<file path="src/hw/rtl/oai_pkg.sv">
// shared types, codes and constants for the orbit attractor iterator
`timescale 1ns / 1ps
package oai_pkg;

  localparam logic [1:0] MODE_HOP   = 2'd0;
  localparam logic [1:0] MODE_THREE = 2'd1;
  localparam logic [1:0] MODE_QUAD  = 2'd2;

  localparam logic [2:0] REG_MODE  = 3'd0;
  localparam logic [2:0] REG_A     = 3'd1;
  localparam logic [2:0] REG_B     = 3'd2;
  localparam logic [2:0] REG_C     = 3'd3;
  localparam logic [2:0] REG_SCALE = 3'd4;
  localparam logic [2:0] REG_CBC   = 3'd5;
  localparam logic [2:0] REG_SABC  = 3'd6;

  localparam logic [31:0] SCALE_RESET = 32'h0100_0000;

  // angles and gains in signed q33.30
  localparam logic signed [63:0] Q30_PI      = 64'sd3373259426;
  localparam logic signed [63:0] Q30_TWO_PI  = 64'sd6746518852;
  localparam logic signed [63:0] Q30_HALF_PI = 64'sd1686629713;
  localparam logic signed [63:0] Q30_KINV    = 64'sd652032874;
  localparam logic signed [63:0] Q30_ONE     = 64'sd1073741824;

  typedef enum logic [8:0] {
    OP_MUL   = 9'b000000001,
    OP_SQRT  = 9'b000000010,
    OP_SIN   = 9'b000000100,
    OP_ATAN  = 9'b000001000,
    OP_ORBIT = 9'b000010000,
    OP_SCX   = 9'b000100000,
    OP_SCY   = 9'b001000000,
    OP_DONE  = 9'b010000000
  } op_t;

  typedef enum logic [3:0] {
    S_IDLE  = 4'b0001,
    S_ISSUE = 4'b0010,
    S_WAIT  = 4'b0100,
    S_OUT   = 4'b1000
  } state_t;

  typedef enum logic [3:0] {
    C_IDLE = 4'b0001,
    C_RED  = 4'b0010,
    C_FOLD = 4'b0100,
    C_ITER = 4'b1000
  } cor_state_t;

  typedef struct packed {
    logic start;
    logic vec;
  } cor_req_t;

  function automatic logic signed [63:0] atan_q30(input logic [4:0] idx);
    logic signed [63:0] v;
    case (idx)
      5'd0:  v = 64'sd843314857;
      5'd1:  v = 64'sd497837829;
      5'd2:  v = 64'sd263043837;
      5'd3:  v = 64'sd133525159;
      5'd4:  v = 64'sd67021687;
      5'd5:  v = 64'sd33543516;
      5'd6:  v = 64'sd16775851;
      5'd7:  v = 64'sd8388437;
      5'd8:  v = 64'sd4194283;
      5'd9:  v = 64'sd2097149;
      default: v = 64'sd1 <<< (5'd30 - idx);
    endcase
    return v;
  endfunction

endpackage

</file>
<file path="src/hw/rtl/oai_mul.sv">
// shift-add multiplier, one multiplier bit per cycle, signed 33 x 33
`timescale 1ns / 1ps
module oai_mul import oai_pkg::*; (
  input  logic               clk,
  input  logic               rst,
  input  logic               start,
  input  logic signed [32:0] a,
  input  logic signed [32:0] b,
  output logic               done,
  output logic signed [65:0] prod
);

  logic [32:0] ma;
  logic [32:0] hi;
  logic [32:0] lo;
  logic        neg;
  logic [5:0]  cnt;
  logic [33:0] sum;

  assign sum  = {1'b0, hi} + (lo[0] ? {1'b0, ma} : 34'd0);
  assign prod = neg ? -$signed({hi, lo}) : $signed({hi, lo});

  always_ff @(posedge clk) begin
    if (rst) begin
      cnt  <= '0;
      done <= 1'b0;
    end else begin
      done <= 1'b0;
      if (start) begin
        cnt <= 6'd33;
      end else if (cnt != 6'd0) begin
        cnt <= cnt - 6'd1;
        if (cnt == 6'd1) begin
          done <= 1'b1;
        end
      end
    end
  end

  always_ff @(posedge clk) begin
    if (start) begin
      ma  <= a[32] ? 33'(-a) : 33'(a);
      lo  <= b[32] ? 33'(-b) : 33'(b);
      hi  <= '0;
      neg <= a[32] ^ b[32];
    end else if (cnt != 6'd0) begin
      hi <= sum[33:1];
      lo <= {sum[0], lo[32:1]};
    end
  end

endmodule

</file>
<file path="config.mk">
export PLATFORM = sky130hd
export DESIGN_NAME = oai_mul
export DESIGN_NICKNAME = d
export VERILOG_FILES = /design/src/hw/rtl/oai_pkg.sv /design/src/hw/rtl/oai_mul.sv
export SDC_FILE = /design/constraint.sdc
export NUM_CORES = 1
export LEC_CHECK = 0
export BUFFER_PORTS_ARGS = -buffer_cell sky130_fd_sc_hd__buf_2
export CELL_PAD_IN_SITES_DETAIL_PLACEMENT = 1
export CELL_PAD_IN_SITES_GLOBAL_PLACEMENT = 1
export CORE_MARGIN = 5
export CORE_UTILIZATION = 25
export DETAILED_ROUTE_END_ITERATION = 8
export PLACE_DENSITY_LB_ADDON = 0.1
export SLEW_MARGIN = 20
export SYNTH_ARGS = -nofsm -noshare
export SYNTH_HDL_FRONTEND = slang
export SYNTH_SLANG_ARGS = --single-unit
</file>
<file path="constraint.sdc">
create_clock -name clk -period 5.6 [get_ports clk]
set_input_delay 0.28 -clock clk [delete_from_list [all_inputs] [get_ports clk]]
set_output_delay 0.28 -clock clk [all_outputs]
set_load 0.02 [all_outputs]
</file>
==> flow_summary.ini <==
[timing]
fin_crit_ns = 4.27
fmax_mhz = 234
worst_slew_pin_slew_ns = 0.883
final.setup.tns_ns = 0
setup_ws_ns = 1.33
finalCritPeriodShare = 0.762
grt_setup_unrepaired = false
timing.final.hold_violations = 0
clock_skew_ns = 0.0110
setup_viol_count_final = 0
drv_slew = 0
relSlewSlack = 0.403

[floorplan]
io_pins = 136
core_area_um2 = 33500
rows = 67
die_h_um = 194
die_w_um = 194
die_area_um2 = 37700
start_util = 0.253

[detailed_routing]
met1Wirelength_mm = 15.2
vias_per_cell = 4.89
wl_met2_mm = 13.0
drc_errors = 0
vias = 7638
ant_nets = 0
firstDrtPassIters = 5
dr_wl_met3_mm = 1.04
wire_per_inst_um = 18.9
top_layer = met4
drt-initial-drc-count = 314
routed_wl_mm = 29.5

[synth]
syn_area_per_cell_um2 = 8.48
synth_top_cell_by_area = edfxtp_1
synthFlopType = edfxtp_1
yosysSeqAreaShare = 0.332
yosysWarnings = 0
synth_cells = 1000
synth_cell_type_count = 64
synth_edf_count = 67
syn_nets = 1108
syn_area_um2 = 8480
synth_area_leaders = edfxtp_1 24%, xnor2_1 11%, dfxtp_1 9.4%
async_flop_share = 0
ys_ff_latch = 107
synth_top_cell_area_share = 0.237

[clocking]
cts_tree = built
cts_resized = 0
cts_root_buf = clkbuf_16
post_cts_buffers = 0
cts_max_level = 3
cts_hold_buf = 0
cts_made_buffers = 9
clock-sinks = 107
cts.clk_slew.worst_paths_ns = 0.08
clk_path_buf_depth = 2
clock_latency_ns = 0.37

[placement]
io_buffers = 135
gp_congestion = 0.826
dp_hpwl_mm = 23.3
pre_cts_slack_ns = 1.70

[critical_path]
slowest_stage = nor3b_1
timing.critical_path.fanout_max = 6
worst_ep_required_time_ns = 5.32
path_class = flop to primary output
r2r_cells = 10
arrival_ns = 3.99
worstSetupEndpointType = primary output
startpoint_type = flop
r2r_start = lo[0]
crit_path_cell_trace = nor4_2, nor3b_1, nand3_1, or3_4, or4_4, o41ai_4, xnor2_1, buf_2
worst_r2r_endpoint = hi[29]
r2r_setup_slack_ns = 1.75
critical_path.max_stage_delay_ns = 0.61

[layout]
multi_input_comb_area_um2 = 5410
area_delta_synth_final_pct = 16.9
diodes = 0
seqCellArea_um2 = 2810
num-nets-final = 1217
drive_gt1_frac = 0.162
nFillCells = 4030
final_core_util = 0.296

[power_and_ir_drop]
seq_power_share = 0.343
ir_drop_uv = 173
p_clk_frac = 0.188
p_comb_frac = 0.468
power.internal_mw = 2.07
power_density_nw_per_um2 = 378
leakage_nw = 3.67
swShare = 0.447
power.switching_mw = 1.67
p_total_mw = 3.75

[global_route]
grt_first_pass_wirelength_mm = 47.0
grt_overflow_total = 0
grt_usage = 0.154
grt_max_degree = 80
antenna_found_initial = 1
grt_pass1_vias = 7942

[hold_path]
hold_start = a[0]
min_to = ma[0]
hold_class = primary input to flop
hold_depth = 1

[job]
drv_cap = 0

[outcome]
outcome = finished clean
[power by group through the flow]
stage / clock (mW) / sequential (mW) / combinational (mW)
after global routing: 0.766 / 1.32 / 1.94
final: 0.706 / 1.29 / 1.76
after detailed placement: 0 / 1.31 / 1.77
after CTS: 0.735 / 1.29 / 1.78
after floorplan: 0 / 1.19 / 1.24
after global placement: 0 / 1.31 / 1.78
[cells in the final DEF (no fill, tap or decap), types with 38 or more instances in the layout]
| master | netlist | final |
|---|---|---|
| o21ai_0 | 83 | 83 |
| xnor2_1 | 103 | 103 |
| nand2_1 | 110 | 110 |
| xor2_1 | 47 | 47 |
| edfxtp_1 | 67 | 67 |
| nor2_1 | 76 | 76 |
| ha_1 | 38 | 38 |
| dfxtp_1 | 40 | 40 |
| buf_2 | 1 | 134 |
| a21oi_1 | 83 | 83 |
[synthesized netlist by cell type (5+ instances only)]
library cell  number
xnor2_1          103
ha_1              38
and2_1            37
o31ai_1           36
clkbuf_1          40
nor3_1            14
edfxtp_1          67
xor2_1            47
a211oi_1          12
o41ai_1           19
o22ai_1            5
o21ai_0           83
nand4_1           13
nand2b_1           9
or3_1             25
inv_1             22
dfxtp_1           40
a21oi_1           83
a21o_1             5
nand2_1          110
or4_4              5
or4_1             10
nor4_1            11
nand3_1           22
or2_2              5
nor2_1            76
[final cells by class]
type                    instances  area share
clock inverters                 6     0.00808
clock buffers                  10      0.0231
flip-flops and latches        107       0.284
repair buffers                143      0.0744
multi-input cells             826       0.546
inverters                      22     0.00833
well taps                     448      0.0565
[critical path, delay by kind of cell (launching register included)]
family | cells | cell delay (ns)
XOR/XNOR | 1 | 0.23
flip-flops | 1 | 0.47
AND/OR/NAND/NOR | 5 | 2.45
AO/OA/AOI/OAI | 1 | 0.23
buffers and inverters | 1 | 0.24
[per-stage QoR]
stage                     cell area (um^2)  hold slack [ns]  instances
after floorplan                       8480            0.349       1000
after global placement                9610            0.512       1546
after detailed placement              9610            0.506       1546
after CTS                             9920            0.110       1562
after global routing                  9920            0.118       1562
final                                 9920            0.123       1562
[flip-flops by register name, summed over array words and instances, names as in the netlist]
signal	cells
ma	33
lo	33
done	1
cnt	6
hi	33
neg	1
[kinds of logic after synthesis]
family,Yosys count,synth area share
and+or+nand+nor,359,0.218
muxes,2,0.00236
buffers and inverters,67,0.0302
AOI/OAI and AO/OA,276,0.205
adders and majority gates,39,0.0584
DFF,107,0.332
xor gates and xnor gates,150,0.155
[how the worst max path moves through the flow]
stage                    end    from  slack (ns)  depth (start not counted)
global placement      hi[31]   lo[0]        1.76                         11
floorplan           prod[49]  lo[22]        2.46                          7
detailed placement    hi[29]   lo[0]        1.70                         11
CTS                 prod[49]   lo[8]        1.31                          8
global route        prod[47]   lo[8]        1.16                          8
finish              prod[49]   lo[8]        1.33                          8
[metal layers]
layer | vias up | global-route usage
met2 | 131 | 0.241
met5 | - | 0
met3 | 18 | 0.0228
met1 | 3620 | 0.226
met4 | 0 | 0.0315
li1 | 3869 | -
Note: power is estimated with default switching activity, not from simulation.
