**src/hw/rtl/oai_pkg.sv**
```systemverilog
// shared types, codes and constants for the orbit attractor iterator
`timescale 1ns / 1ps
package oai_pkg;

  localparam logic [1:0] MODE_HOP   = 2'd0;
  localparam logic [1:0] MODE_THREE = 2'd1;
  localparam logic [1:0] MODE_QUAD  = 2'd2;

  localparam logic [2:0] REG_MODE  = 3'd0;
  localparam logic [2:0] REG_A     = 3'd1;
  localparam logic [2:0] REG_B     = 3'd2;
  localparam logic [2:0] REG_C     = 3'd3;
  localparam logic [2:0] REG_SCALE = 3'd4;
  localparam logic [2:0] REG_CBC   = 3'd5;
  localparam logic [2:0] REG_SABC  = 3'd6;

  localparam logic [31:0] SCALE_RESET = 32'h0100_0000;

  // angles and gains in signed q33.30
  localparam logic signed [63:0] Q30_PI      = 64'sd3373259426;
  localparam logic signed [63:0] Q30_TWO_PI  = 64'sd6746518852;
  localparam logic signed [63:0] Q30_HALF_PI = 64'sd1686629713;
  localparam logic signed [63:0] Q30_KINV    = 64'sd652032874;
  localparam logic signed [63:0] Q30_ONE     = 64'sd1073741824;

  typedef enum logic [8:0] {
    OP_MUL   = 9'b000000001,
    OP_SQRT  = 9'b000000010,
    OP_SIN   = 9'b000000100,
    OP_ATAN  = 9'b000001000,
    OP_ORBIT = 9'b000010000,
    OP_SCX   = 9'b000100000,
    OP_SCY   = 9'b001000000,
    OP_DONE  = 9'b010000000
  } op_t;

  typedef enum logic [3:0] {
    S_IDLE  = 4'b0001,
    S_ISSUE = 4'b0010,
    S_WAIT  = 4'b0100,
    S_OUT   = 4'b1000
  } state_t;

  typedef enum logic [3:0] {
    C_IDLE = 4'b0001,
    C_RED  = 4'b0010,
    C_FOLD = 4'b0100,
    C_ITER = 4'b1000
  } cor_state_t;

  typedef struct packed {
    logic start;
    logic vec;
  } cor_req_t;

  function automatic logic signed [63:0] atan_q30(input logic [4:0] idx);
    logic signed [63:0] v;
    case (idx)
      5'd0:  v = 64'sd843314857;
      5'd1:  v = 64'sd497837829;
      5'd2:  v = 64'sd263043837;
      5'd3:  v = 64'sd133525159;
      5'd4:  v = 64'sd67021687;
      5'd5:  v = 64'sd33543516;
      5'd6:  v = 64'sd16775851;
      5'd7:  v = 64'sd8388437;
      5'd8:  v = 64'sd4194283;
      5'd9:  v = 64'sd2097149;
      default: v = 64'sd1 <<< (5'd30 - idx);
    endcase
    return v;
  endfunction

endpackage

```
**src/hw/rtl/oai_cordic.sv**
```systemverilog
// iterative cordic: sine (rotation, with angle reduction) and arctangent (vectoring)
`timescale 1ns / 1ps
module oai_cordic import oai_pkg::*; #(
  parameter int CORDIC_ITERS = 16,
  parameter int FRAC_BITS    = 16
) (
  input  logic               clk,
  input  logic               rst,
  input  cor_req_t           req,
  input  logic signed [31:0] arg,
  output logic               done,
  output logic signed [31:0] res
);

  localparam int SH = 30 - FRAC_BITS;
  localparam int KR = 30 - FRAC_BITS;
  localparam int KW = $clog2(KR + 1);
  localparam int IW = $clog2(CORDIC_ITERS);

  cor_state_t         cst;
  logic               vmode;
  logic               neg;
  logic [63:0]        rem;
  logic [KW-1:0]      k;
  logic [IW-1:0]      i;
  logic signed [63:0] x, y, z;
  logic signed [63:0] vin;
  logic [63:0]        modv;
  logic signed [63:0] r0, r1, rf;
  logic signed [63:0] dx, dy, tab;
  logic signed [63:0] x_next, y_next, z_next;
  logic               dir;

  assign vin  = 64'(arg) <<< SH;
  assign modv = 64'(Q30_TWO_PI) << k;

  always_comb begin
    // fold the reduced angle into [-pi/2, pi/2]
    r0 = neg ? -$signed(rem) : $signed(rem);
    r1 = r0;
    if (r0 > Q30_PI) begin
      r1 = r0 - Q30_TWO_PI;
    end else if (r0 < -Q30_PI) begin
      r1 = r0 + Q30_TWO_PI;
    end
    rf = r1;
    if (r1 > Q30_HALF_PI) begin
      rf = Q30_PI - r1;
    end else if (r1 < -Q30_HALF_PI) begin
      rf = -Q30_PI - r1;
    end
  end

  always_comb begin
    dx  = y >>> i;
    dy  = x >>> i;
    tab = atan_q30(5'(i));
    dir = vmode ? (y >= 0) : (z >= 0);
    if (vmode == dir) begin
      x_next = x + dx;
      y_next = y - dy;
    end else begin
      x_next = x - dx;
      y_next = y + dy;
    end
    z_next = dir ? z + (vmode ? tab : -tab) : z - (vmode ? tab : -tab);
  end

  always_ff @(posedge clk) begin
    if (rst) begin
      cst  <= C_IDLE;
      done <= 1'b0;
    end else begin
      done <= 1'b0;
      unique case (cst)
        C_IDLE: begin
          if (req.start) begin
            cst <= req.vec ? C_ITER : C_RED;
          end
        end
        C_RED: begin
          if (k == '0) begin
            cst <= C_FOLD;
          end
        end
        C_FOLD: cst <= C_ITER;
        C_ITER: begin
          if (i == IW'(CORDIC_ITERS - 1)) begin
            cst  <= C_IDLE;
            done <= 1'b1;
          end
        end
        default: cst <= C_IDLE;
      endcase
    end
  end

  always_ff @(posedge clk) begin
    case (cst)
      C_IDLE: begin
        if (req.start) begin
          vmode <= req.vec;
          neg   <= vin < 0;
          rem   <= (vin < 0) ? 64'(-vin) : 64'(vin);
          k     <= KW'(KR);
          x     <= Q30_ONE;
          y     <= vin;
          z     <= '0;
          i     <= '0;
        end
      end
      C_RED: begin
        // truncating remainder by 2*pi, one power-of-two multiple per cycle
        if (rem >= modv) begin
          rem <= rem - modv;
        end
        k <= k - KW'(1);
      end
      C_FOLD: begin
        x <= Q30_KINV;
        y <= '0;
        z <= rf;
        i <= '0;
      end
      C_ITER: begin
        x <= x_next;
        y <= y_next;
        z <= z_next;
        i <= i + IW'(1);
        res <= vmode ? 32'(z_next >>> SH) : 32'(y_next >>> SH);
      end
      default: ;
    endcase
  end

endmodule

```
**config.mk**
```make
export PLATFORM = sky130hd
export DESIGN_NAME = oai_cordic
export DESIGN_NICKNAME = d
export VERILOG_FILES = /design/src/hw/rtl/oai_pkg.sv /design/src/hw/rtl/oai_cordic.sv
export SDC_FILE = /design/constraint.sdc
export NUM_CORES = 2
export LEC_CHECK = 0
export ABC_CLOCK_PERIOD_IN_PS = 11600
export BUFFER_PORTS_ARGS = -buffer_cell sky130_fd_sc_hd__buf_2
export CAP_MARGIN = 15
export CORE_ASPECT_RATIO = 0.75
export CORE_MARGIN = 2
export CORE_UTILIZATION = 23
export DETAILED_ROUTE_END_ITERATION = 12
export PLACE_DENSITY = 0.36
export SLEW_MARGIN = 10
export SYNTH_ARGS = -nofsm -noshare
export SYNTH_HDL_FRONTEND = slang
export SYNTH_SLANG_ARGS = --single-unit
```
**constraint.sdc**
```tcl
create_clock -name clk -period 11.6 [get_ports clk]
set_input_delay 0.58 -clock clk [delete_from_list [all_inputs] [get_ports clk]]
set_output_delay 0.58 -clock clk [all_outputs]
set_load 0.02 [all_outputs]
```
==> results.txt <==
----------------------------------------------------
[Synth]
  Post-synth cell types ... roughly 120
  Number of synthesized flops with an enable pin ... approximately 300
  Area share of the largest cell type after synthesis ... 19.86%
  Part of the Yosys area used for sequential elements ... 20.08%
  Gate count of the mapped netlist ... 5770
  Mean area per synthesized cell ... roughly 7.8 um^2
  Cell area after technology mapping ... 44760 um^2
  Flip-flop and latch count after synthesis ... about 300
  Yosys top cell by area ... edfxtp_1
  Fraction of registers with async set or reset after synthesis ... 0%
  Synth Warn # ... 0
  Top flip-flop cell by instance count after synthesis ... edfxtp_1
  Post-Syn Nets ... ~6000
  Top cells by area in the synthesized netlist ... edfxtp_1, ha_1, xnor2_1

[Finish]
  Relative area change from synthesis to final layout ... 11.05%
  Total number of nets in the final design ... 6002
  Fillers ... approximately 21000
  Fraction of layout instances using a drive strength above 1 ... 9.108%
  Area of combinational cells with multiple inputs ... 34140 um^2
  Register cell area after layout ... between 8000 and 9000 um^2

[Worst setup path]
  CP Max Fanout ... 15
  Reg2Reg Launch Point ... i[1]
  Worst reg2reg endpoint ... z[63]
  Data required time of the worst path ... around 12000 ps
  Worst R2R Setup Slack ... approximately 1100 ps
  Data arrival time of the critical path ... around 11000 ps
  Worst path max stage delay ... 710 ps
  CP bufs+invs ... 2
  Critical path class ... reg -> reg
  Category of cells accounting for the largest share of critical-path delay ... compound AO/OA/AOI/OAI gates
  R2r worst-path depth ... 37
  Critical Path Most Common Cell ... a21oi_1
  Kind of start point of the critical path ... flop
  Category of the worst setup path capture point ... flop
  Critical path's slowest cell ... a21oi_1

[Detailed routing]
  Post-detailed-route via-to-cell ratio ... about 5.4
  Number of optimization iterations in the first detailed-route pass ... 6
  Drt total wl ... between 150000 and 200000 um
  Residual DRC ... 0
  Vias ... ~45000
  Number of DRC markers after the initial detailed-route iteration ... slightly below 5000
  Wire per inst ... between 20 and 25 um
  Final ANT Viol Nets ... 0

[Floorplanning]
  Core area ... roughly 190000 um^2
  Die area ... 198200 um^2
  Placement row count ... 140
  Die X ... between 500 and 600 um
  Starting density of the core ... around 23%
  Floorplan die height ... around 390 um
  Number of top-level pins ... just under 70

[Placement]
  Worst slack at placement ... around 990 ps
  DPL Wire Length ... 158800 um
  Final weighted congestion of routability-driven global placement ... between 0.9 and 1
  IO Port Bufs ... 68

[Timing]
  Clock Skew ... 46.94 ps
  Max-Slew Margin vs Limit ... 19.48%
  Setup slack of the critical path after layout ... 1081 ps
  Period minus WS final ... roughly 11000 ps
  Maximum frequency from static timing analysis ... between 90 and 100 MHz
  Worst-Margin Slew ... 1177 ps
  RSZ-0062 raised after global routing ... no
  Total negative slack for setup checks ... 0 ps
  Count of final max-slew check failures ... 0
  Total count of hold-check failures in the final report ... 0
  Finish-stage setup viols ... 0
  Tcrit/Tclk final ... between 90% and 100%

[Clock tree]
  Worst-Skew Late Latency ... between 600 and 700 ps
  Num CTS Buffers ... 45
  Clock tree from TritonCTS ... done
  CTS Root Buffer Type ... clkbuf_16
  Hold-fix buffer count after cts ... 0
  Max Buffers Root-to-Sink ... 3
  Cells resized by post-CTS repair ... 0
  Number of post-CTS setup repair buffers ... 0
  CTS H-Tree Depth ... 2
  Clock transition time at the flip-flop clock pins of the worst setup and hold paths ... 60 ps
  CTS sink count ... 301

[Global route]
  Vias in the first global route ... 41630
  Pin count of the biggest net entering global routing ... about 170
  Global-route wire length before repair ... between 200000 and 300000 um
  Total global routing overflow ... 0
  Global Route Usage Sum ... roughly a fifth
  Antenna violations before repair ... 25

[Hold path]
  Worst hold path cell count ... 1
  Worst Hold End ... vmode
  Min-Delay Startpoint ... req[0]
  Hold Path Class ... in -> reg

[Flow run]
  Max-Cap Viols ... 0

[Run status]
  Status ... completed

----------------------------------------------------
synthesized netlist by cell type (all sizes together) (105+ instances only):
| master | count |
|---|---|
| a21oi | 482 |
| nand3 | 148 |
| xnor2 | 346 |
| nor2 | 455 |
| mux4 | 105 |
| edfxtp | 296 |
| nor3 | 157 |
| ha | 269 |
| clkbuf | 229 |
| xor2 | 238 |
| nand2 | 693 |
| a21o | 124 |
| o21ai | 495 |
| inv | 137 |
state kept, by name, summed over array words and instances, names as in the netlist:
signal,flops
x,64
y,64
z,64
rem,62
res,32
cst,4
i,4
k,4
done,1
neg,1
vmode,1
metal layers:
layer | global-route usage (%) | wire [um] | vias to the layer above
met5 | 0 | 26 | -
met4 | 3.112 | 2815 | 4
met3 | 2.325 | 12430 | 123
met2 | 26.87 | 78600 | 1343
met1 | 31.27 | 104600 | 22120
li1 | - | - | 21400
cells in the final DEF (no fill, tap or decap), types with 61 or more instances in the layout:
master,synthesis,layout
or3_1,71,71
o21ai_0,469,467
a31oi_1,74,73
buf_2,14,68
and2_1,87,87
inv_1,135,134
nand2_1,693,693
mux4_2,105,105
nand3_1,147,147
nand2b_1,89,89
mux2i_1,89,89
nor2b_1,84,84
a21o_1,124,124
xor2_1,237,236
nor2_1,455,453
nor3_1,154,151
xnor2_1,346,345
nor4_1,61,61
ha_1,269,269
buf_4,8,115
o22ai_1,68,68
a21oi_1,479,476
edfxtp_1,296,296
and3_1,75,75
area by class of cell:
cell class | instances | share of cell area, %
Antenna cell | 4 | 0.02014
Clock buffer | 55 | 2.381
Clock inverter | 29 | 0.7073
Inverter | 139 | 1.060
Multi-Input combinational cell | 5018 | 68.68
Sequential cell | 301 | 18.08
Tap cell | 2556 | 6.434
Timing Repair Buffer | 189 | 2.638
per-stage QoR:
stage / instances / utilization (%) / hold WS [ps] / cell area (um^2)
3_3_place_gp: 8201 / 24.85 / 620.5 / 48140
3_5_place_dp: 8202 / 24.85 / 618.3 / 48150
4_1_cts: 8286 / 25.65 / 90.81 / 49680
2_1_floorplan: 5770 / - / 614.0 / 44770
5_1_grt: 8289 / 25.65 / 115.9 / 49700
6_report: 8291 / 25.66 / 140.2 / 49710
how the worst max path moves through the flow:
stage	end	from	cells after the start
detailed placement	z[63]	i[1]	40
CTS	z[63]	i[1]	40
finish	z[63]	i[1]	37
global route	z[63]	i[1]	40
global placement	z[63]	i[1]	37
floorplan	rem[10]	k[0]	24
logic make-up after synthesis:
| kind of cell | synth area share [%] |
|---|---|
| compound gates | 24.93 |
| xor+xnor | 11.44 |
| fa+ha+maj | 7.653 |
| buf+inv | 3.939 |
| flops | 20.08 |
| mux | 7.852 |
| simple gates | 24.11 |
Power is not shown: default switching activity piles up to over one toggle a cycle in this logic, so the estimate is an artifact.
