[src/hw/rtl/oai_pkg.sv]
// shared types, codes and constants for the orbit attractor iterator
`timescale 1ns / 1ps
package oai_pkg;

  localparam logic [1:0] MODE_HOP   = 2'd0;
  localparam logic [1:0] MODE_THREE = 2'd1;
  localparam logic [1:0] MODE_QUAD  = 2'd2;

  localparam logic [2:0] REG_MODE  = 3'd0;
  localparam logic [2:0] REG_A     = 3'd1;
  localparam logic [2:0] REG_B     = 3'd2;
  localparam logic [2:0] REG_C     = 3'd3;
  localparam logic [2:0] REG_SCALE = 3'd4;
  localparam logic [2:0] REG_CBC   = 3'd5;
  localparam logic [2:0] REG_SABC  = 3'd6;

  localparam logic [31:0] SCALE_RESET = 32'h0100_0000;

  // angles and gains in signed q33.30
  localparam logic signed [63:0] Q30_PI      = 64'sd3373259426;
  localparam logic signed [63:0] Q30_TWO_PI  = 64'sd6746518852;
  localparam logic signed [63:0] Q30_HALF_PI = 64'sd1686629713;
  localparam logic signed [63:0] Q30_KINV    = 64'sd652032874;
  localparam logic signed [63:0] Q30_ONE     = 64'sd1073741824;

  typedef enum logic [8:0] {
    OP_MUL   = 9'b000000001,
    OP_SQRT  = 9'b000000010,
    OP_SIN   = 9'b000000100,
    OP_ATAN  = 9'b000001000,
    OP_ORBIT = 9'b000010000,
    OP_SCX   = 9'b000100000,
    OP_SCY   = 9'b001000000,
    OP_DONE  = 9'b010000000
  } op_t;

  typedef enum logic [3:0] {
    S_IDLE  = 4'b0001,
    S_ISSUE = 4'b0010,
    S_WAIT  = 4'b0100,
    S_OUT   = 4'b1000
  } state_t;

  typedef enum logic [3:0] {
    C_IDLE = 4'b0001,
    C_RED  = 4'b0010,
    C_FOLD = 4'b0100,
    C_ITER = 4'b1000
  } cor_state_t;

  typedef struct packed {
    logic start;
    logic vec;
  } cor_req_t;

  function automatic logic signed [63:0] atan_q30(input logic [4:0] idx);
    logic signed [63:0] v;
    case (idx)
      5'd0:  v = 64'sd843314857;
      5'd1:  v = 64'sd497837829;
      5'd2:  v = 64'sd263043837;
      5'd3:  v = 64'sd133525159;
      5'd4:  v = 64'sd67021687;
      5'd5:  v = 64'sd33543516;
      5'd6:  v = 64'sd16775851;
      5'd7:  v = 64'sd8388437;
      5'd8:  v = 64'sd4194283;
      5'd9:  v = 64'sd2097149;
      default: v = 64'sd1 <<< (5'd30 - idx);
    endcase
    return v;
  endfunction

endpackage

[src/hw/rtl/oai_sqrt.sv]
// floor square root of a 64-bit value, two radicand bits per cycle
`timescale 1ns / 1ps
module oai_sqrt import oai_pkg::*; (
  input  logic        clk,
  input  logic        rst,
  input  logic        start,
  input  logic [63:0] rad,
  output logic        done,
  output logic [31:0] root
);

  logic [63:0] sr;
  logic [33:0] rem;
  logic [5:0]  cnt;
  logic [35:0] remx;
  logic [35:0] trial;

  assign remx  = {rem, sr[63:62]};
  assign trial = {2'b00, root, 2'b01};

  always_ff @(posedge clk) begin
    if (rst) begin
      cnt  <= '0;
      done <= 1'b0;
    end else begin
      done <= 1'b0;
      if (start) begin
        cnt <= 6'd32;
      end else if (cnt != 6'd0) begin
        cnt <= cnt - 6'd1;
        if (cnt == 6'd1) begin
          done <= 1'b1;
        end
      end
    end
  end

  always_ff @(posedge clk) begin
    if (start) begin
      sr   <= rad;
      rem  <= '0;
      root <= '0;
    end else if (cnt != 6'd0) begin
      sr <= {sr[61:0], 2'b00};
      if (remx >= trial) begin
        rem  <= 34'(remx - trial);
        root <= {root[30:0], 1'b1};
      end else begin
        rem  <= remx[33:0];
        root <= {root[30:0], 1'b0};
      end
    end
  end

endmodule

[config.mk]
export PLATFORM = sky130hd
export DESIGN_NAME = oai_sqrt
export DESIGN_NICKNAME = d
export VERILOG_FILES = /design/src/hw/rtl/oai_pkg.sv /design/src/hw/rtl/oai_sqrt.sv
export SDC_FILE = /design/constraint.sdc
export NUM_CORES = 1
export LEC_CHECK = 0
export BUFFER_PORTS_ARGS = -buffer_cell sky130_fd_sc_hd__buf_2
export CORE_MARGIN = 2
export CORE_UTILIZATION = 32
export CTS_CLUSTER_SIZE = 24
export DETAILED_ROUTE_END_ITERATION = 7
export PLACE_DENSITY = 0.48
export SYNTH_ARGS = -nofsm -noshare
export SYNTH_HDL_FRONTEND = slang
export SYNTH_SLANG_ARGS = --single-unit
[constraint.sdc]
create_clock -name clk -period 8.2 [get_ports clk]
set_clock_uncertainty 0.05 [all_clocks]
set_input_delay 1.64 -clock clk [delete_from_list [all_inputs] [get_ports clk]]
set_output_delay 1.64 -clock clk [all_outputs]
set_load 0.03 [all_outputs]
==> results of run 1 <==
-- cells by family after synthesis --
kind of cell | count (synthesis) | synth area share
buf+inv | 86 | 0.0471
compound gates | 174 | 0.146
simple gates | 209 | 0.122
xor+xnor | 35 | 0.0414
mux | 85 | 0.125
flops | 137 | 0.457
fa+ha+maj | 36 | 0.0608
-- power by group through the flow --
stage	Sequential [W]	Clock, W	Combinational, W
final	0.00101	0.000814	0.00163
after CTS	0.00101	0.000837	0.00164
after global routing	0.00103	0.000862	0.00184
after global placement	0.00103	0	0.00164
after detailed placement	0.00102	0	0.00163
after floorplan	0.00100	0	0.00134
-- final cells by class --
cell class                 instances  area, sq um  share of cell area
multi-input combinational        539         3680               0.421
sequential                       137         3380               0.387
timing repair buffer             103          528              0.0604
clock buffer                      18          429              0.0491
tap                              285          357              0.0408
clock inverter                    14          185              0.0212
inverter                          46          173              0.0198
antenna                            1         2.50            0.000286
-- flip-flops by register name, indices dropped and copies added, names as in the netlist --
register and cells:
sr 64, done 1, root 32, rem 34, cnt 6
-- routing by layer --
metal | share of wire | vias up | track usage | wire (um)
met5 | 0.0014 | - | 0 | 24
met4 | 0.010 | 4 | 0.0384 | 170
met3 | 0.075 | 14 | 0.0583 | 1280
met2 | 0.43 | 143 | 0.221 | 7350
met1 | 0.48 | 2587 | 0.194 | 8200
li1 | - | 2879 | - | -
-- worst max-delay path: cells and delay by family, from the launching register on --
family          cells  cell delay [ps]
flops               1              400
compound gates      5             1480
fa+ha+maj           1              380
buf+inv             2              540
simple gates        5              780
-- synthesized netlist by cell type (all sizes together) --
master / instances / area (sq um)
nand2: 106 / 398
a21oi: 76 / 380
dfxtp: 73 / 1460
edfxtp: 64 / 1920
mux2: 63 / 709
nor2: 50 / 188
inv: 46 / 173
ha: 36 / 450
clkbuf: 29 / 109
a211oi: 27 / 203
mux2i: 22 / 220
o21ai: 22 / 110
xnor2: 19 / 166
xor2: 16 / 140
nor3: 13 / 65.1
a21o: 12 / 90.1
buf: 11 / 67.6
nand3: 8 / 40.0
o211ai: 8 / 60.1
and2: 6 / 37.5
nand2b: 6 / 37.5
nand4: 6 / 37.5
o21a: 6 / 45.0
a31oi: 5 / 46.3
or3: 5 / 36.3
o21bai: 4 / 30.0
a2111oi: 2 / 17.5
a221oi: 2 / 17.5
nor3b: 2 / 15.0
nor4: 2 / 12.5
o22ai: 2 / 12.5
o31a: 2 / 17.5
a21boi: 1 / 7.51
a31o: 1 / 8.76
a41o: 1 / 10.0
and4: 1 / 8.76
and4b: 1 / 10.0
nor2b: 1 / 6.26
nor4b: 1 / 8.76
o2111ai: 1 / 8.76
o21ba: 1 / 10.0
o311ai: 1 / 8.76
or2: 1 / 6.26
-- worst max path at each step --
| stage | startpoint | end | cells after the start |
|---|---|---|---|
| after global placement | start | sr[45] | 3 |
| final | root[0] | rem[31] | 13 |
| after floorplan | start | sr[0] | 4 |
| after CTS | root[0] | rem[31] | 13 |
| after global routing | root[0] | rem[31] | 13 |
| after detailed placement | start | sr[40] | 3 |
-- per-stage QoR --
step                      cells  hold WS (ps)  area [sq um]  total power [W]
after floorplan             762           398          7410          0.00234
after global placement     1110           406          8120          0.00267
after detailed placement   1110           413          8120          0.00265
after CTS                  1142           421          8740          0.00349
after global routing       1142           433          8740          0.00374
final                      1143           418          8740          0.00345
==> impl_results.md, run 1 <==
* Synthesized net count at 865
* Fin Setup TNS at 0 ps
* Min Clock Period, post-route at 3790 ps
* Hold Buf Count CTS at 0
* Drt total wl at 17.0 mm
* Worst r2r src: root[0]
* Switching Power at 0.00135 W
* Chip Height at 156 um
* Min-delay worst type: register to register
* Critical path capture point type: register
* Nets at 947
* Final count of pins violating max slew at 0
* Critical-path cell list: inv_1, ha_1, nand2b_1, a21oi_1, nor3_1, o211ai_1, a21oi_1, or3_4, a31oi_4, buf_4, nor2_1, a221oi_1, nor2_1
* Vias in the first global route at 5581
* Global placer's final weighted congestion at 0.818
* Post_cts resized at 0
* Placement Setup Slack at 4380 ps
* Largest net degree at the start of global routing at 74
* DRC viols at 0
* Mapped Cells at 762
* Root Buffer: clkbuf_16
* Sw Ratio at 0.392
* Clock net sink count at 137
* Maximum clock frequency at 264 MHz
* Final WS setup at 4410 ps
* Max-cap violations at 0
* Commonest non-fill, non-tap cells in the layout: nand2_1 (104), buf_2 (98), a21oi_1 (76), dfxtp_1 (73), edfxtp_1 (64)
* Die W at 156 um
* R2R depth at 13
* Worst vdd ir at 0.158 mV
* Leakage at 3.52 nW
* Critical path startpoint category: register
* YS warnings at 0
* Post-DRT Antenna Nets at 0
* Reg2reg setup slack at 4410 ps
* Max clock buf depth at 2
* Max incr delay on CP at 560 ps
* Global route overflow at 0
* DP HPWL at 11.6 mm
* Final setup vio count at 0
* Worst endpoint required time at 8410 ps
* Detailed Routing Iterations Pass 1 at 5
* PwrDens at 395 mW/mm^2
* Critical Path AT at 4010 ps
* Ports at 100
* Initial antenna violation count at 3
* Final critical-path share of the clock period at 0.463
* CP Class: register to register
* Worst slew pin tran at 1020 ps
* Via count at 5627
* Yosys reg bits at 137
* Status: finished, final reports clean
* First-pass GRT wire length at 28.3 mm
* Routed wire length per instance at 14.9 um
* Internal cell power at 0.00210 W
* Final Hold Fails at 0
* Synth-to-layout area growth at 18.0%
* Filler instances at 2331
* Inserted Clock Buffers at 17
* Post-Syn Area at 0.00741 sq mm
* RR Endpoint: rem[31]
* Comb pwr share at 0.472
* IO Port Bufs at 99
* Number of DRC markers in iteration 0 at 271
* Layout cells sized above 1 at 0.237
* Post-Route Utilization at 0.385
* Core ar. at 0.0227 sq mm
* Worst skew pair latency at 420 ps
* Netlist cell types at 48
* Relative slew slack at 0.318
* Post-CTS setup repair buffer count at 0
* Worst-path clk slew at 60 ps
* H-Tree Depth at 4
* Most common cell after layout, fill and taps aside: nand2_1
* RSZ-0062 raised after global routing: false
* CTS tree: done
* Hold Path Sink: root[31]
* Syn_area_per_cell at 9.72 sq um
* Crit path max fanout at 29
* Initial Util at 0.326
* Hold Startpoint: root[31]
* GR Util All Layers at 0.146
* Die ar. at 0.0244 sq mm
* # rows at 55
* Cell depth of the worst hold path at 2
* Sequential power share at 0.293
* Register area share after synthesis at 0.457
* Vias per std cell at 4.92
* Clock Power Share at 0.236
* Slowest-stage cell, CP: a31oi_4
No activity file was read; power rests on OpenSTA's default activity.
==> inputs of run 2 (changes only) <==
- PLACE_DENSITY: 0.48 -> 0.5
- clock period: 8.2 -> 3.2 ns (I/O delays scaled with it)
==> impl_results.md, run 2 (synthesis gave the netlist of run 1 again) <==
* Status: finished, final reports clean
* Critical path startpoint category: register
* Fin cells at 1166 (+2.0%)
* CP Class: register to register
* Post-CTS setup repair buffer count at 0 (unchanged)
* Layout cells sized above 1 at 0.261 (+0.0239)
* Min-delay worst type: input pin to register
* Drt total wl at 17.5 mm (+2.5%)
* Seq. cell area at 0.00338 sq mm (unchanged)
* Detailed Routing Iterations Pass 1 at 4 (-1)
* Worst endpoint required time at 3500 ps (-4910 ps)
* Core ar. at 0.0227 sq mm (unchanged)
* Global route overflow at 0 (unchanged)
* Critical-path cell list: inv_1, ha_1, a21oi_1, nor2_1, a211oi_1, a21oi_1, o21ba_2, o21ai_0, buf_4, o21ai_0, a2111oi_1, o21ai_0, a21oi_1
* Placement Setup Slack at 147 ps (-4240 ps)
* Die ar. at 0.0244 sq mm (unchanged)
* Leakage at 3.61 nW (+2.7%)
* Most common cell after layout, fill and taps aside: nand2_1
* Worst hold margin at 377 ps (-40.9 ps)
* DRC viols at 0 (unchanged)
* Crit path max fanout at 5 (-83%)
* CP delay by family, top: compound AO/OA/AOI/OAI gates
* Worst slew pin tran at 596 ps (-428 ps)
* Footprint of the multi-input gates at 0.00370 sq mm (+0.37%)
* Initial antenna violation count at 5 (+2)
* Ports at 100 (unchanged)
* Min Clock Period, post-route at 3040 ps (-758 ps)
* Nets at 968 (+2.2%)
* Final WS setup at 165 ps (-4240 ps)
* Post-Route Utilization at 0.392 (+0.00733)
* First-pass GRT wire length at 29.0 mm (+2.6%)
* Final count of pins violating max slew at 0 (unchanged)
* Critical path capture point type: register
* RSZ-0062 raised after global routing: true
* PwrDens at 1010 mW/mm^2 (+160%)
* Largest Register: sr
* Vias per std cell at 4.93 (+0.17%)
* H-Tree Depth at 4 (unchanged)
* Max-cap violations at 0 (unchanged)
* Number of DRC markers in iteration 0 at 291 (+7.4%)
* Max incr delay on CP at 430 ps (-130 ps)
* Commonest non-fill, non-tap cells in the layout: nand2_1 (104), buf_2 (98), a21oi_1 (75), dfxtp_1 (73), edfxtp_1 (64)
* Via count at 5750 (+2.2%)
* Worst skew pair latency at 430 ps (about the same)
* Worst vdd ir at 0.523 mV (+230%)
* Final critical-path share of the clock period at 0.949 (+0.486)
* Routed wire length per instance at 15.0 um (+0.46%)
* Synth-to-layout area growth at 20.2%
* Inserted Clock Buffers at 17 (unchanged)
* Maximum clock frequency at 329 MHz (+25%)
* Final Power at 0.00898 W (+160%)
* Root Buffer: clkbuf_16
* Initial Util at 0.326 (unchanged)
* Chip Height at 156 um (unchanged)
* Placed Cells at 1131 (+1.9%)
* Global placer's final weighted congestion at 0.826 (+1.0%)
* GR Util All Layers at 0.150 (+0.00415)
* Filler instances at 2324 (-0.30%)
* Post-DRT Antenna Nets at 0 (unchanged)
* Hold Buf Count CTS at 0 (unchanged)
* Clock net sink count at 137 (unchanged)
* Max clock buf depth at 2 (unchanged)
* Worst path bufs/invs at 2 (unchanged)
* Largest register FFs at 64 (unchanged)
* Final setup vio count at 0 (unchanged)
* Relative slew slack at 0.603 (+0.285)
* DP HPWL at 12.2 mm (+5.5%)
* IO Port Bufs at 99 (unchanged)
* Vias in the first global route at 5740 (+2.8%)
* Worst-path clk slew at 70 ps (about the same)
* Critical Path AT at 3340 ps (-670 ps)
* Final Hold Fails at 0 (unchanged)
* Largest regs: sr x64, rem x34, root x32
* Die W at 156 um (unchanged)
* CTS tree: done
* Slowest-stage cell, CP: a2111oi_1
* Largest net degree at the start of global routing at 65 (-12%)
* # rows at 55 (unchanged)
[run 2: changes by cell type in the layout (fill, tap and decap cells not counted), moves of 2 or more]
cell       change
buf_4         +17
bufinv_16      -2
o21ai_0        -2
diode_2        +2
buf_6          +3
inv_8          +2
[run 2: cell type report]
class | count | area share
Sequential cell | 137 | 0.380
Inverter | 46 | 0.0194
Antenna cell | 3 | 0.000843
Clock inverter | 15 | 0.0174
Tap cell | 285 | 0.0400
Clock buffer | 17 | 0.0478
Multi-Input combinational cell | 539 | 0.415
Timing Repair Buffer | 124 | 0.0796
[run 2: path summary, 6_finish.rpt]
path	slack, ps	cells after the start	to	start
max reg2reg	160	13	rem[33]	root[6]
max	160	13	rem[33]	root[6]
min reg2reg	420	2	rem[8]	rem[8]
min	380	2	cnt[5]	rst
[run 2: timing repair]
action | in CTS | in global routing
resized for setup | 0 | 11
endpoints found under the hold margin | 0 | 0
setup endpoints to repair | 0 | 28
[run 2: power by group]
group	switching (W)	internal, W	total, W
registers	0.000211	0.00236	0.00257
logic	0.00247	0.00196	0.00444
clock network	0.000877	0.00110	0.00198
[run 2: per-stage QoR]
step | area, sq um | setup TNS, ps
detailed placement | 8290 | 0
finish | 8910 | 0
global route | 8900 | -162
global placement | 8290 | 0
CTS | 8870 | 0
floorplan | 7410 | 0
[run 2: per-layer routing]
metal  vias up  track usage  share of wire
met5         -            0         0.0015
met4         4       0.0402          0.014
met3        24       0.0656          0.076
met2       112        0.225           0.44
met1      2686        0.198           0.47
li1       2924            -              -
